--- src/rtl/core/assert_macros.svh ---
// Assertion macros used by the list engine RTL.
`ifndef ASSERT_MACROS_SVH
`define ASSERT_MACROS_SVH

`ifndef NO_ASSERTIONS

// Checked property, disabled while reset is asserted.
`define PLE_ASSERT(lbl, clk, rstn, prop) \
  lbl: assert property (@(posedge clk) disable iff (!(rstn)) (prop)) \
    else $error("%m: assertion failed");

// Checked property, evaluated at every edge including reset.
`define PLE_ASSERT_ALWAYS(lbl, clk, prop) \
  lbl: assert property (@(posedge clk) (prop)) \
    else $error("%m: assertion failed");

`else

`define PLE_ASSERT(lbl, clk, rstn, prop)
`define PLE_ASSERT_ALWAYS(lbl, clk, prop)

`endif

`endif

--- src/rtl/core/ple_pkg.sv ---
// Shared types and constants of the positional list engine.
`default_nettype none

package ple_pkg;

  // Number of cells in the list.
  localparam int CAPACITY = 16;
  localparam int IDX_W    = (CAPACITY > 1) ? $clog2(CAPACITY) : 1;
  localparam int CNT_W    = 7;
  localparam int DATA_W   = 32;
  localparam int REQ_W    = 3;
  localparam int STAT_W   = 2;

  // Request codes.
  typedef enum logic [REQ_W-1:0] {
    REQ_INS_FRONT = 3'd0,
    REQ_INS_BACK  = 3'd1,
    REQ_INS_AT    = 3'd2,
    REQ_DEL_FRONT = 3'd3,
    REQ_DEL_BACK  = 3'd4,
    REQ_DEL_AT    = 3'd5,
    REQ_TRAV_FWD  = 3'd6,
    REQ_TRAV_BWD  = 3'd7
  } req_t;

  // Result status codes.
  typedef enum logic [STAT_W-1:0] {
    ST_OK     = 2'd0,
    ST_EMPTY  = 2'd1,
    ST_FULL   = 2'd2,
    ST_BADPOS = 2'd3
  } status_t;

  // Command broadcast to every cell of the chain.
  typedef struct packed {
    logic              ins;
    logic              del;
    logic [IDX_W-1:0]  idx;
    logic [DATA_W-1:0] wdata;
  } cell_cmd_t;

endpackage

`default_nettype wire

--- src/rtl/core/ple_if.sv ---
// Request and result channel interfaces of the positional list engine.
`default_nettype none

interface ple_in_if;
  logic                              valid;
  logic                              ready;
  logic [ple_pkg::REQ_W-1:0]         req_type;
  logic [ple_pkg::CNT_W-1:0]         position;
  logic signed [ple_pkg::DATA_W-1:0] value;

  modport source (output valid, output req_type, output position, output value,
                  input ready);
  modport sink (input valid, input req_type, input position, input value,
                output ready);
endinterface

interface ple_out_if;
  logic                              valid;
  logic                              ready;
  logic [ple_pkg::STAT_W-1:0]        status;
  logic signed [ple_pkg::DATA_W-1:0] item_value;
  logic                              last_of_run;
  logic [ple_pkg::CNT_W-1:0]         entry_count;

  modport source (output valid, output status, output item_value,
                  output last_of_run, output entry_count, input ready);
  modport sink (input valid, input status, input item_value,
                input last_of_run, input entry_count, output ready);
endinterface

`default_nettype wire

--- src/rtl/core/ple_cell.sv ---
// One storage cell of the list chain, shifting with its neighbors.
`default_nettype none

module ple_cell (
  input  wire logic                        clk,
  input  wire ple_pkg::cell_cmd_t          cmd,
  input  wire logic [ple_pkg::IDX_W-1:0]   my_idx,
  input  wire logic [ple_pkg::DATA_W-1:0]  left_val,
  input  wire logic [ple_pkg::DATA_W-1:0]  right_val,
  output logic      [ple_pkg::DATA_W-1:0]  val_r
);

  logic                        upd;
  logic [ple_pkg::DATA_W-1:0]  val_nxt;

  // Cells at or after the target slot move: toward the back on an insert,
  // toward the front on a delete. On an insert the target slot takes the new word.
  always_comb begin
    upd = (cmd.ins || cmd.del) && (my_idx >= cmd.idx);
    if (cmd.ins) begin
      val_nxt = (my_idx == cmd.idx) ? cmd.wdata : left_val;
    end else begin
      val_nxt = right_val;
    end
  end

  // Payload storage, no reset.
  always_ff @(posedge clk) begin
    if (upd) begin
      val_r <= val_nxt;
    end
  end

endmodule

`default_nettype wire

--- src/rtl/core/ple_ctrl.sv ---
// Request decode, occupancy count, traversal walker and result register.
`default_nettype none
`include "assert_macros.svh"

module ple_ctrl (
  input  wire logic clk,
  input  wire logic rst_n,
  ple_in_if.sink    in_req,
  ple_out_if.source out_res,
  input  wire logic [ple_pkg::CAPACITY-1:0][ple_pkg::DATA_W-1:0] cell_vals,
  output ple_pkg::cell_cmd_t cmd
);

  localparam int CW = ple_pkg::CNT_W;
  localparam int IW = ple_pkg::IDX_W;
  localparam int DW = ple_pkg::DATA_W;

  // Control state.
  logic [CW-1:0] occ_r, occ_nxt;
  logic          trav_r, trav_nxt;
  logic          bwd_r, bwd_nxt;
  logic [IW-1:0] ptr_r, ptr_nxt;

  // Result register.
  logic                    ov_r, ov_nxt;
  ple_pkg::status_t        st_r, st_nxt;
  logic [DW-1:0]           val_r, val_nxt;
  logic                    last_r, last_nxt;
  logic [CW-1:0]           cnt_r, cnt_nxt;

  // Decode signals.
  ple_pkg::req_t    req;
  logic             out_free;
  logic             accept;
  logic             full;
  logic             empty;
  logic             ins_bad;
  logic             del_bad;
  logic [CW-1:0]    pos_m1;
  logic [CW-1:0]    occ_m1;
  logic [IW-1:0]    ins_idx;
  logic [IW-1:0]    del_idx;
  logic [IW-1:0]    rd_idx;
  logic [DW-1:0]    rd_val;
  logic             trav_last;
  logic             ins_ok;

  assign out_free = !ov_r || out_res.ready;
  assign in_req.ready = !trav_r && out_free;
  assign accept = in_req.valid && in_req.ready;
  assign req = ple_pkg::req_t'(in_req.req_type);

  // Range checks against the current occupancy.
  always_comb begin
    full    = occ_r >= CW'(ple_pkg::CAPACITY);
    empty   = occ_r == '0;
    pos_m1  = in_req.position - CW'(1);
    occ_m1  = occ_r - CW'(1);
    ins_bad = (in_req.position == '0) ||
              ({1'b0, in_req.position} > ({1'b0, occ_r} + (CW+1)'(1)));
    del_bad = (in_req.position == '0) || (in_req.position > occ_r);
  end

  // Target slot of the request.
  always_comb begin
    case (req)
      ple_pkg::REQ_INS_FRONT: ins_idx = '0;
      ple_pkg::REQ_INS_BACK:  ins_idx = occ_r[IW-1:0];
      default:                ins_idx = pos_m1[IW-1:0];
    endcase
    case (req)
      ple_pkg::REQ_DEL_FRONT: del_idx = '0;
      ple_pkg::REQ_DEL_BACK:  del_idx = occ_m1[IW-1:0];
      default:                del_idx = pos_m1[IW-1:0];
    endcase
  end

  // Single read port over the cells: the walker while traversing,
  // otherwise the slot a delete removes.
  assign rd_idx = trav_r ? ptr_r : del_idx;
  assign rd_val = cell_vals[rd_idx];
  assign trav_last = bwd_r ? (ptr_r == '0) : (CW'(ptr_r) == occ_m1);
  assign ins_ok = !full && !((req == ple_pkg::REQ_INS_AT) && ins_bad);

  // Next state and result.
  always_comb begin
    occ_nxt  = occ_r;
    trav_nxt = trav_r;
    bwd_nxt  = bwd_r;
    ptr_nxt  = ptr_r;
    ov_nxt   = ov_r && !out_res.ready;
    st_nxt   = st_r;
    val_nxt  = val_r;
    last_nxt = last_r;
    cnt_nxt  = cnt_r;
    cmd      = '0;
    cmd.wdata = in_req.value;

    if (trav_r && out_free) begin
      // Walk one entry per cycle while the result register is free.
      ov_nxt   = 1'b1;
      st_nxt   = ple_pkg::ST_OK;
      val_nxt  = rd_val;
      last_nxt = trav_last;
      cnt_nxt  = occ_r;
      if (trav_last) begin
        trav_nxt = 1'b0;
      end else if (bwd_r) begin
        ptr_nxt = ptr_r - IW'(1);
      end else begin
        ptr_nxt = ptr_r + IW'(1);
      end
    end else if (accept) begin
      last_nxt = 1'b1;
      unique case (req)
        ple_pkg::REQ_INS_FRONT, ple_pkg::REQ_INS_BACK, ple_pkg::REQ_INS_AT: begin
          ov_nxt  = 1'b1;
          val_nxt = in_req.value;
          if (full) begin
            st_nxt  = ple_pkg::ST_FULL;
            cnt_nxt = occ_r;
          end else if (!ins_ok) begin
            st_nxt  = ple_pkg::ST_BADPOS;
            cnt_nxt = occ_r;
          end else begin
            st_nxt  = ple_pkg::ST_OK;
            occ_nxt = occ_r + CW'(1);
            cnt_nxt = occ_r + CW'(1);
            cmd.ins = 1'b1;
            cmd.idx = ins_idx;
          end
        end
        ple_pkg::REQ_DEL_FRONT, ple_pkg::REQ_DEL_BACK, ple_pkg::REQ_DEL_AT: begin
          ov_nxt  = 1'b1;
          val_nxt = '0;
          cnt_nxt = occ_r;
          if (empty) begin
            st_nxt = ple_pkg::ST_EMPTY;
          end else if ((req == ple_pkg::REQ_DEL_AT) && del_bad) begin
            st_nxt = ple_pkg::ST_BADPOS;
          end else begin
            st_nxt  = ple_pkg::ST_OK;
            val_nxt = rd_val;
            occ_nxt = occ_m1;
            cnt_nxt = occ_m1;
            cmd.del = 1'b1;
            cmd.idx = del_idx;
          end
        end
        ple_pkg::REQ_TRAV_FWD, ple_pkg::REQ_TRAV_BWD: begin
          if (empty) begin
            ov_nxt  = 1'b1;
            st_nxt  = ple_pkg::ST_EMPTY;
            val_nxt = '0;
            cnt_nxt = occ_r;
          end else begin
            trav_nxt = 1'b1;
            bwd_nxt  = (req == ple_pkg::REQ_TRAV_BWD);
            ptr_nxt  = (req == ple_pkg::REQ_TRAV_BWD) ? occ_m1[IW-1:0] : '0;
          end
        end
        default: begin
          ov_nxt = ov_r && !out_res.ready;
        end
      endcase
    end
  end

  // Control registers.
  always_ff @(posedge clk) begin
    if (!rst_n) begin
      occ_r  <= '0;
      trav_r <= 1'b0;
      ov_r   <= 1'b0;
    end else begin
      occ_r  <= occ_nxt;
      trav_r <= trav_nxt;
      ov_r   <= ov_nxt;
    end
  end

  // Payload registers, no reset.
  always_ff @(posedge clk) begin
    bwd_r  <= bwd_nxt;
    ptr_r  <= ptr_nxt;
    st_r   <= st_nxt;
    val_r  <= val_nxt;
    last_r <= last_nxt;
    cnt_r  <= cnt_nxt;
  end

  assign out_res.valid       = ov_r;
  assign out_res.status      = st_r;
  assign out_res.item_value  = val_r;
  assign out_res.last_of_run = last_r;
  assign out_res.entry_count = cnt_r;

  // Occupancy never passes the cell count.
  `PLE_ASSERT(a_occ_bound, clk, rst_n, occ_r <= CW'(ple_pkg::CAPACITY))
  // A traversal only runs over a non-empty list.
  `PLE_ASSERT(a_trav_nonempty, clk, rst_n, !trav_r || (occ_r != '0))
  // The walker stays inside the occupied cells.
  `PLE_ASSERT(a_ptr_range, clk, rst_n, !trav_r || (CW'(ptr_r) < occ_r))
  // The list does not change while a traversal runs.
  `PLE_ASSERT(a_trav_stable, clk, rst_n, trav_r |=> (occ_r == $past(occ_r)))
  // A successful insert grows the list by one.
  `PLE_ASSERT(a_ins_grow, clk, rst_n, cmd.ins |=> (occ_r == $past(occ_r) + CW'(1)))

endmodule

`default_nettype wire

--- src/rtl/core/positional_list_engine.sv ---
// Top level of the positional list engine: a shifting chain of cells.
//
//   Channel   Direction  Contents
//   in_req    sink       req_type, position, value
//   out_res   source     status, item_value, last_of_run, entry_count
//
// On an insert or a delete the whole chain shifts in the cycle the request is accepted.
// A traversal first sets up the walker and then delivers one entry per cycle while
// results are taken, as entries leave through the single read port over the cells.
// Reset clears the occupancy count, the traversal flag and the result valid flag;
// cell contents and the result payload are left as they are.
// A stalled result holds in the result register; new requests are refused
// while a traversal runs or while a result waits and is not taken.
`default_nettype none

module positional_list_engine (
  input  wire logic clk,
  input  wire logic rst_n,
  ple_in_if.sink    in_req,
  ple_out_if.source out_res
);

  localparam int N  = ple_pkg::CAPACITY;
  localparam int IW = ple_pkg::IDX_W;
  localparam int DW = ple_pkg::DATA_W;

  ple_pkg::cell_cmd_t          cmd;
  logic [N-1:0][DW-1:0]        cell_vals;

  // Request decode, counting and result path.
  ple_ctrl u_ctrl (
    .clk       (clk),
    .rst_n     (rst_n),
    .in_req    (in_req),
    .out_res   (out_res),
    .cell_vals (cell_vals),
    .cmd       (cmd)
  );

  // Row of cells, each wired to its two neighbors.
  for (genvar g = 0; g < N; g++) begin : g_cell
    logic [DW-1:0] left_val;
    logic [DW-1:0] right_val;

    if (g == 0) begin : g_first
      assign left_val = '0;
    end else begin : g_mid_l
      assign left_val = cell_vals[g-1];
    end

    if (g == N-1) begin : g_last
      assign right_val = '0;
    end else begin : g_mid_r
      assign right_val = cell_vals[g+1];
    end

    ple_cell u_cell (
      .clk       (clk),
      .cmd       (cmd),
      .my_idx    (IW'(g)),
      .left_val  (left_val),
      .right_val (right_val),
      .val_r     (cell_vals[g])
    );
  end

endmodule

`default_nettype wire

--- src/flat_wrapper.sv ---
// flat-port wrapper written by rule: the top's interface ports become plain ports
module positional_list_engine_flat 
  (clk, rst_n, in_req_valid, in_req_req_type, in_req_position, in_req_value, in_req_ready, out_res_valid, out_res_status, out_res_item_value, out_res_last_of_run, out_res_entry_count, out_res_ready);
  ple_in_if in_req_i ();
  ple_out_if out_res_i ();
  input  wire logic clk;
  input  wire logic rst_n;
  input wire logic [$bits(in_req_i.valid)-1:0] in_req_valid;
  input wire logic [$bits(in_req_i.req_type)-1:0] in_req_req_type;
  input wire logic [$bits(in_req_i.position)-1:0] in_req_position;
  input wire logic [$bits(in_req_i.value)-1:0] in_req_value;
  output wire logic [$bits(in_req_i.ready)-1:0] in_req_ready;
  output wire logic [$bits(out_res_i.valid)-1:0] out_res_valid;
  output wire logic [$bits(out_res_i.status)-1:0] out_res_status;
  output wire logic [$bits(out_res_i.item_value)-1:0] out_res_item_value;
  output wire logic [$bits(out_res_i.last_of_run)-1:0] out_res_last_of_run;
  output wire logic [$bits(out_res_i.entry_count)-1:0] out_res_entry_count;
  input wire logic [$bits(out_res_i.ready)-1:0] out_res_ready;
  assign in_req_i.valid = in_req_valid;
  assign in_req_i.req_type = in_req_req_type;
  assign in_req_i.position = in_req_position;
  assign in_req_i.value = in_req_value;
  assign in_req_ready = in_req_i.ready;
  assign out_res_valid = out_res_i.valid;
  assign out_res_status = out_res_i.status;
  assign out_res_item_value = out_res_i.item_value;
  assign out_res_last_of_run = out_res_i.last_of_run;
  assign out_res_entry_count = out_res_i.entry_count;
  assign out_res_i.ready = out_res_ready;
  positional_list_engine u_core (.clk(clk), .rst_n(rst_n), .in_req(in_req_i), .out_res(out_res_i));
endmodule
--- config.mk ---
export PLATFORM = sky130hd
export DESIGN_NAME = positional_list_engine_flat
export DESIGN_NICKNAME = d
export VERILOG_FILES = /design/src/rtl/core/ple_pkg.sv /design/src/rtl/core/ple_if.sv /design/src/rtl/core/ple_cell.sv /design/src/rtl/core/ple_ctrl.sv /design/src/rtl/core/positional_list_engine.sv /design/src/flat_wrapper.sv
export VERILOG_INCLUDE_DIRS = /design/src /design/src/rtl/core
export SDC_FILE = /design/constraint.sdc
export NUM_CORES = 2
export LEC_CHECK = 0
export BUFFER_PORTS_ARGS = -buffer_cell sky130_fd_sc_hd__clkbuf_2
export CAP_MARGIN = 30
export CORE_ASPECT_RATIO = 1.75
export CORE_UTILIZATION = 50
export CTS_CLUSTER_DIAMETER = 30
export DETAILED_ROUTE_END_ITERATION = 10
export GPL_ROUTABILITY_DRIVEN = 1
export HOLD_SLACK_MARGIN = 0.15
export PLACE_DENSITY_LB_ADDON = 0.05
export REMOVE_ABC_BUFFERS = 1
export SETUP_SLACK_MARGIN = 0.5
export SLEW_MARGIN = 20
export SYNTH_ARGS = -nofsm -noshare
export SYNTH_HDL_FRONTEND = slang
export SYNTH_SLANG_ARGS = --single-unit
export TNS_END_PERCENT = 1
--- constraint.sdc ---
create_clock -name clk -period 12 [get_ports clk]
set_input_delay 0 -clock clk [delete_from_list [all_inputs] [get_ports clk]]
set_output_delay 0 -clock clk [all_outputs]
set_load 0.03 [all_outputs]
==> key figures <==
Outcome
  – Status: finished, final reports clean

Pwr
  – Peak VDD IR: ~150 µV
  – Switching share of total power: between 30% and 40%
  – Combinational power share: 17.5%
  – PD cells: 171.5 nW/µm²
  – Int Power: around 0.0046 W
  – Power share of the clock group: 44.8%
  – LEAKAGE: ~14 nW
  – Power share of the sequential group: 37.7%
  – P_sw: 0.002054 W

GRT
  – Vias in the first global route: 30100
  – GRT Total Usage: ~40%
  – First-pass GRT wire length: 201500 µm
  – GR Overflow Total: 0
  – Largest net degree at the start of global routing: 232
  – Initial antenna violation count: 4

Synthesis
  – Avg Synthesized Cell Area: 10.15 µm²
  – Post-synthesis instance total: 3337
  – Sequential area share after synthesis: 50.04%
  – Synthesized cell area: 33870 µm²
  – Ys async rst share: 0%
  – Top cells by area, synth: edfxtp_1 (49%), mux4_2 (8.5%), a21oi_1 (5.1%)
  – Count leader, synth: edfxtp_1
  – Main synth FF type: edfxtp_1
  – YS warnings: 0
  – Post-synthesis register bit count: 568
  – Yosys top cell area share: 49.38%
  – Post-synth EDFFs: 557
  – Commonest cells in the netlist: edfxtp_1 (557), nor2_1 (395), nand2_1 (364), a21oi_1 (347), clkbuf_1 (277)
  – Synth area leader: edfxtp_1
  – Synth unique cells: roughly 70

Clocking
  – Clk slew on worst S/H paths: 0.05 ns
  – Htree depth: 3
  – Post-CTS Hold Buffers: 39
  – Worst-skew pair later-pin latency: 0.68 ns
  – Clock Sinks: 568
  – CTS resizes: 0
  – Clk root buf: clkbuf_16
  – TritonCTS Buffers: 103
  – Post-CTS setup buffers: 0
  – Max clock buf depth: 3
  – CTS tree: done

Hold path
  – Hold path start: rst_n
  – Hold Path End: u_core.u_ctrl.occ_r[6]
  – WHS Path Cells: 4
  – Min-Delay Path Class: input port to flop

Timing
  – Final Skew: 0.03053 ns
  – Final setup fails: 0
  – Max Freq: 0.1602 GHz
  – Setup TNS: 0 ns
  – Fin. Hold Viols: 0
  – Crit path time final: 6.243 ns
  – RSZ-0062 raised after global routing: no
  – Worst rel slew slack: 1.076%
  – Pins Over Slew Limit: 0
  – Slew at the pin closest to its max-slew limit: 1.484 ns
  – Period utilisation layout: a little over half

Critical path
  – CP Class: flop to flop
  – R2R depth: 16
  – CP required: between 10 and 15 ns
  – Reg2reg setup slack: 5.76 ns
  – Critical path arrival: 6.53 ns
  – CP Launch Type: flop
  – Critical path peak fanout: 57
  – Reg2reg end: u_core.g_cell[10].u_cell.val_r[15]
  – Worst R2R Start: u_core.u_ctrl.occ_r[0]
  – Crit path capture type: flop

Layout
  – Share of cells above drive strength 1: 16.31%
  – Fillers: 5714
  – Finished Cell Area: 39020 µm²
  – Area of the multi-input gates: ~16000 µm²
  – Synth-to-Final Area Change: 15.21%
  – Layout Nets: 3351
  – Final Core Density: 58.57%
  – FF+latch area: 16950 µm²

Detailed routing
  – Vias per cell: around 7.1
  – WL/cell: between 30 and 40 µm
  – Post-Route WL: 138500 µm
  – Via Count: 30410
  – Routed Antenna Nets: 0
  – Drt first pass iters: 8
  – DRC Markers: 0
  – Iteration-0 DRC count of the detailed router: 4500

Floorplan
  – Core area: 66630 µm²
  – Die width: between 150 and 200 µm
  – Die Height: 346.3 µm
  – Starting Density: between 50% and 60%
  – Die ar.: 68820 µm²
  – Num rows: 125
  – # IOs: 90

Job
  – Max Cap Viol: 0

Placed design
  – Detailed-placement wirelength estimate: ~75000 µm
  – Port bufs: 89
  – DP Area: ~35000 µm²
  – GP Congestion: 0.9084
how the worst max path moves through the flow:
stage | to | start | slack (ns)
5_1_grt | u_core.g_cell[10].u_cell.val_r[19] | u_core.u_ctrl.occ_r[0] | 5.69
3_3_place_gp | u_core.g_cell[5].u_cell.val_r[16] | u_core.u_ctrl.occ_r[0] | 5.64
2_1_floorplan | u_core.g_cell[11].u_cell.val_r[10] | u_core.u_ctrl.occ_r[0] | -7.30
4_1_cts | u_core.g_cell[10].u_cell.val_r[15] | u_core.u_ctrl.occ_r[0] | 5.89
6_report | u_core.g_cell[10].u_cell.val_r[15] | u_core.u_ctrl.occ_r[0] | 5.76
3_5_place_dp | u_core.g_cell[10].u_cell.val_r[13] | u_core.u_ctrl.occ_r[0] | 5.93
through the flow:
stage,power (W),instances,hold WS [ns],setup WS (ns)
after floorplan,0.003360,2964,0.1175,-7.304
after global placement,0.003640,4015,0.4085,5.642
after detailed placement,0.003674,4025,0.4116,5.926
after CTS,0.006660,4258,0.2568,5.890
after global routing,0.006851,4264,0.3161,5.689
final,0.006692,4266,0.2866,5.757
layout make-up:
type	instances	share of cell area, %
clock inverters	77	2.152
flip-flops and latches	568	43.43
well taps	889	2.851
multi-input cells	2378	40.09
clock buffers	117	6.923
inverters	18	0.1731
repair buffers	215	4.354
diodes	4	0.02565
power by group through the flow:
stage          logic (W)  clock network (W)  registers [W]
6_report         0.00117            0.00300        0.00252
5_1_grt          0.00123            0.00309        0.00253
4_1_cts          0.00114            0.00301        0.00252
3_5_place_dp     0.00112                  0        0.00255
3_3_place_gp     0.00109                  0        0.00255
2_1_floorplan   0.000806                  0        0.00255
layout by cell type (no fill, tap or decap), types with 31 or more instances in the layout:
| master | count |
|---|---|
| a21oi_1 | 339 |
| a22o_1 | 33 |
| a22oi_1 | 31 |
| a31oi_1 | 267 |
| buf_4 | 71 |
| clkbuf_16 | 104 |
| clkbuf_2 | 89 |
| dlygate4sd3_1 | 39 |
| edfxtp_1 | 557 |
| mux2i_1 | 162 |
| mux4_2 | 128 |
| nand2_1 | 359 |
| nand3_1 | 110 |
| nor2_1 | 385 |
| o211ai_1 | 34 |
| o21ai_0 | 254 |
| o21ai_1 | 84 |
state kept, by name (all words and copies together), names as in the netlist:
register and count:
u_core.u_ctrl.out_res.last_of_run 1, u_core.u_ctrl.ptr_r 4, u_core.u_ctrl.trav_r 1, u_core.u_ctrl.out_res.status 2, u_core.u_ctrl.occ_r 7, u_core.u_ctrl.out_res.entry_count 7
u_core.u_ctrl.out_res.item_value 32, u_core.u_ctrl.bwd_r 1, u_core.g_cell.u_cell.val_r 512, u_core.u_ctrl.out_res.valid 1
kinds of logic (layout without fill, tap and decap cells):
family / after synthesis / count (layout) / synth area share [%]
muxes: 293 / 293 / 13.40
DFF: 568 / 568 / 50.04
adders and majority gates: 21 / 21 / 0.7980
AOI/OAI and AO/OA: 1112 / 1112 / 19.05
xor gates and xnor gates: 15 / 15 / 0.3879
and+or+nand+nor: 937 / 937 / 11.52
buffers and inverters: 391 / 427 / 4.810
other: 0 / 4 / 0
routing by layer:
layer	track usage, %	share of wire (%)	vias to the layer above
li1	-	-	12530
met5	0	0	-
met4	28.71	7.4	0
met3	8.638	11	584
met2	64.24	48	2370
met1	48.46	34	14920
worst max-delay path: stages, from the launching register on:
cell and delay [ns]:
dfxtp_1 0.67, ha_1 0.30, and3_1 0.26, nand3_1 0.12, xnor2_1 0.16, ha_1 0.31, nand3_1 0.10, nor2_1 0.08
a311o_1 0.37, o21a_1 0.17, buf_4 0.22, a31o_1 0.40, and3_4 0.45, buf_4 0.53, o21a_1 0.34, nor2_4 0.71
buf_4 0.61
(Power assumes the default switching activity.)
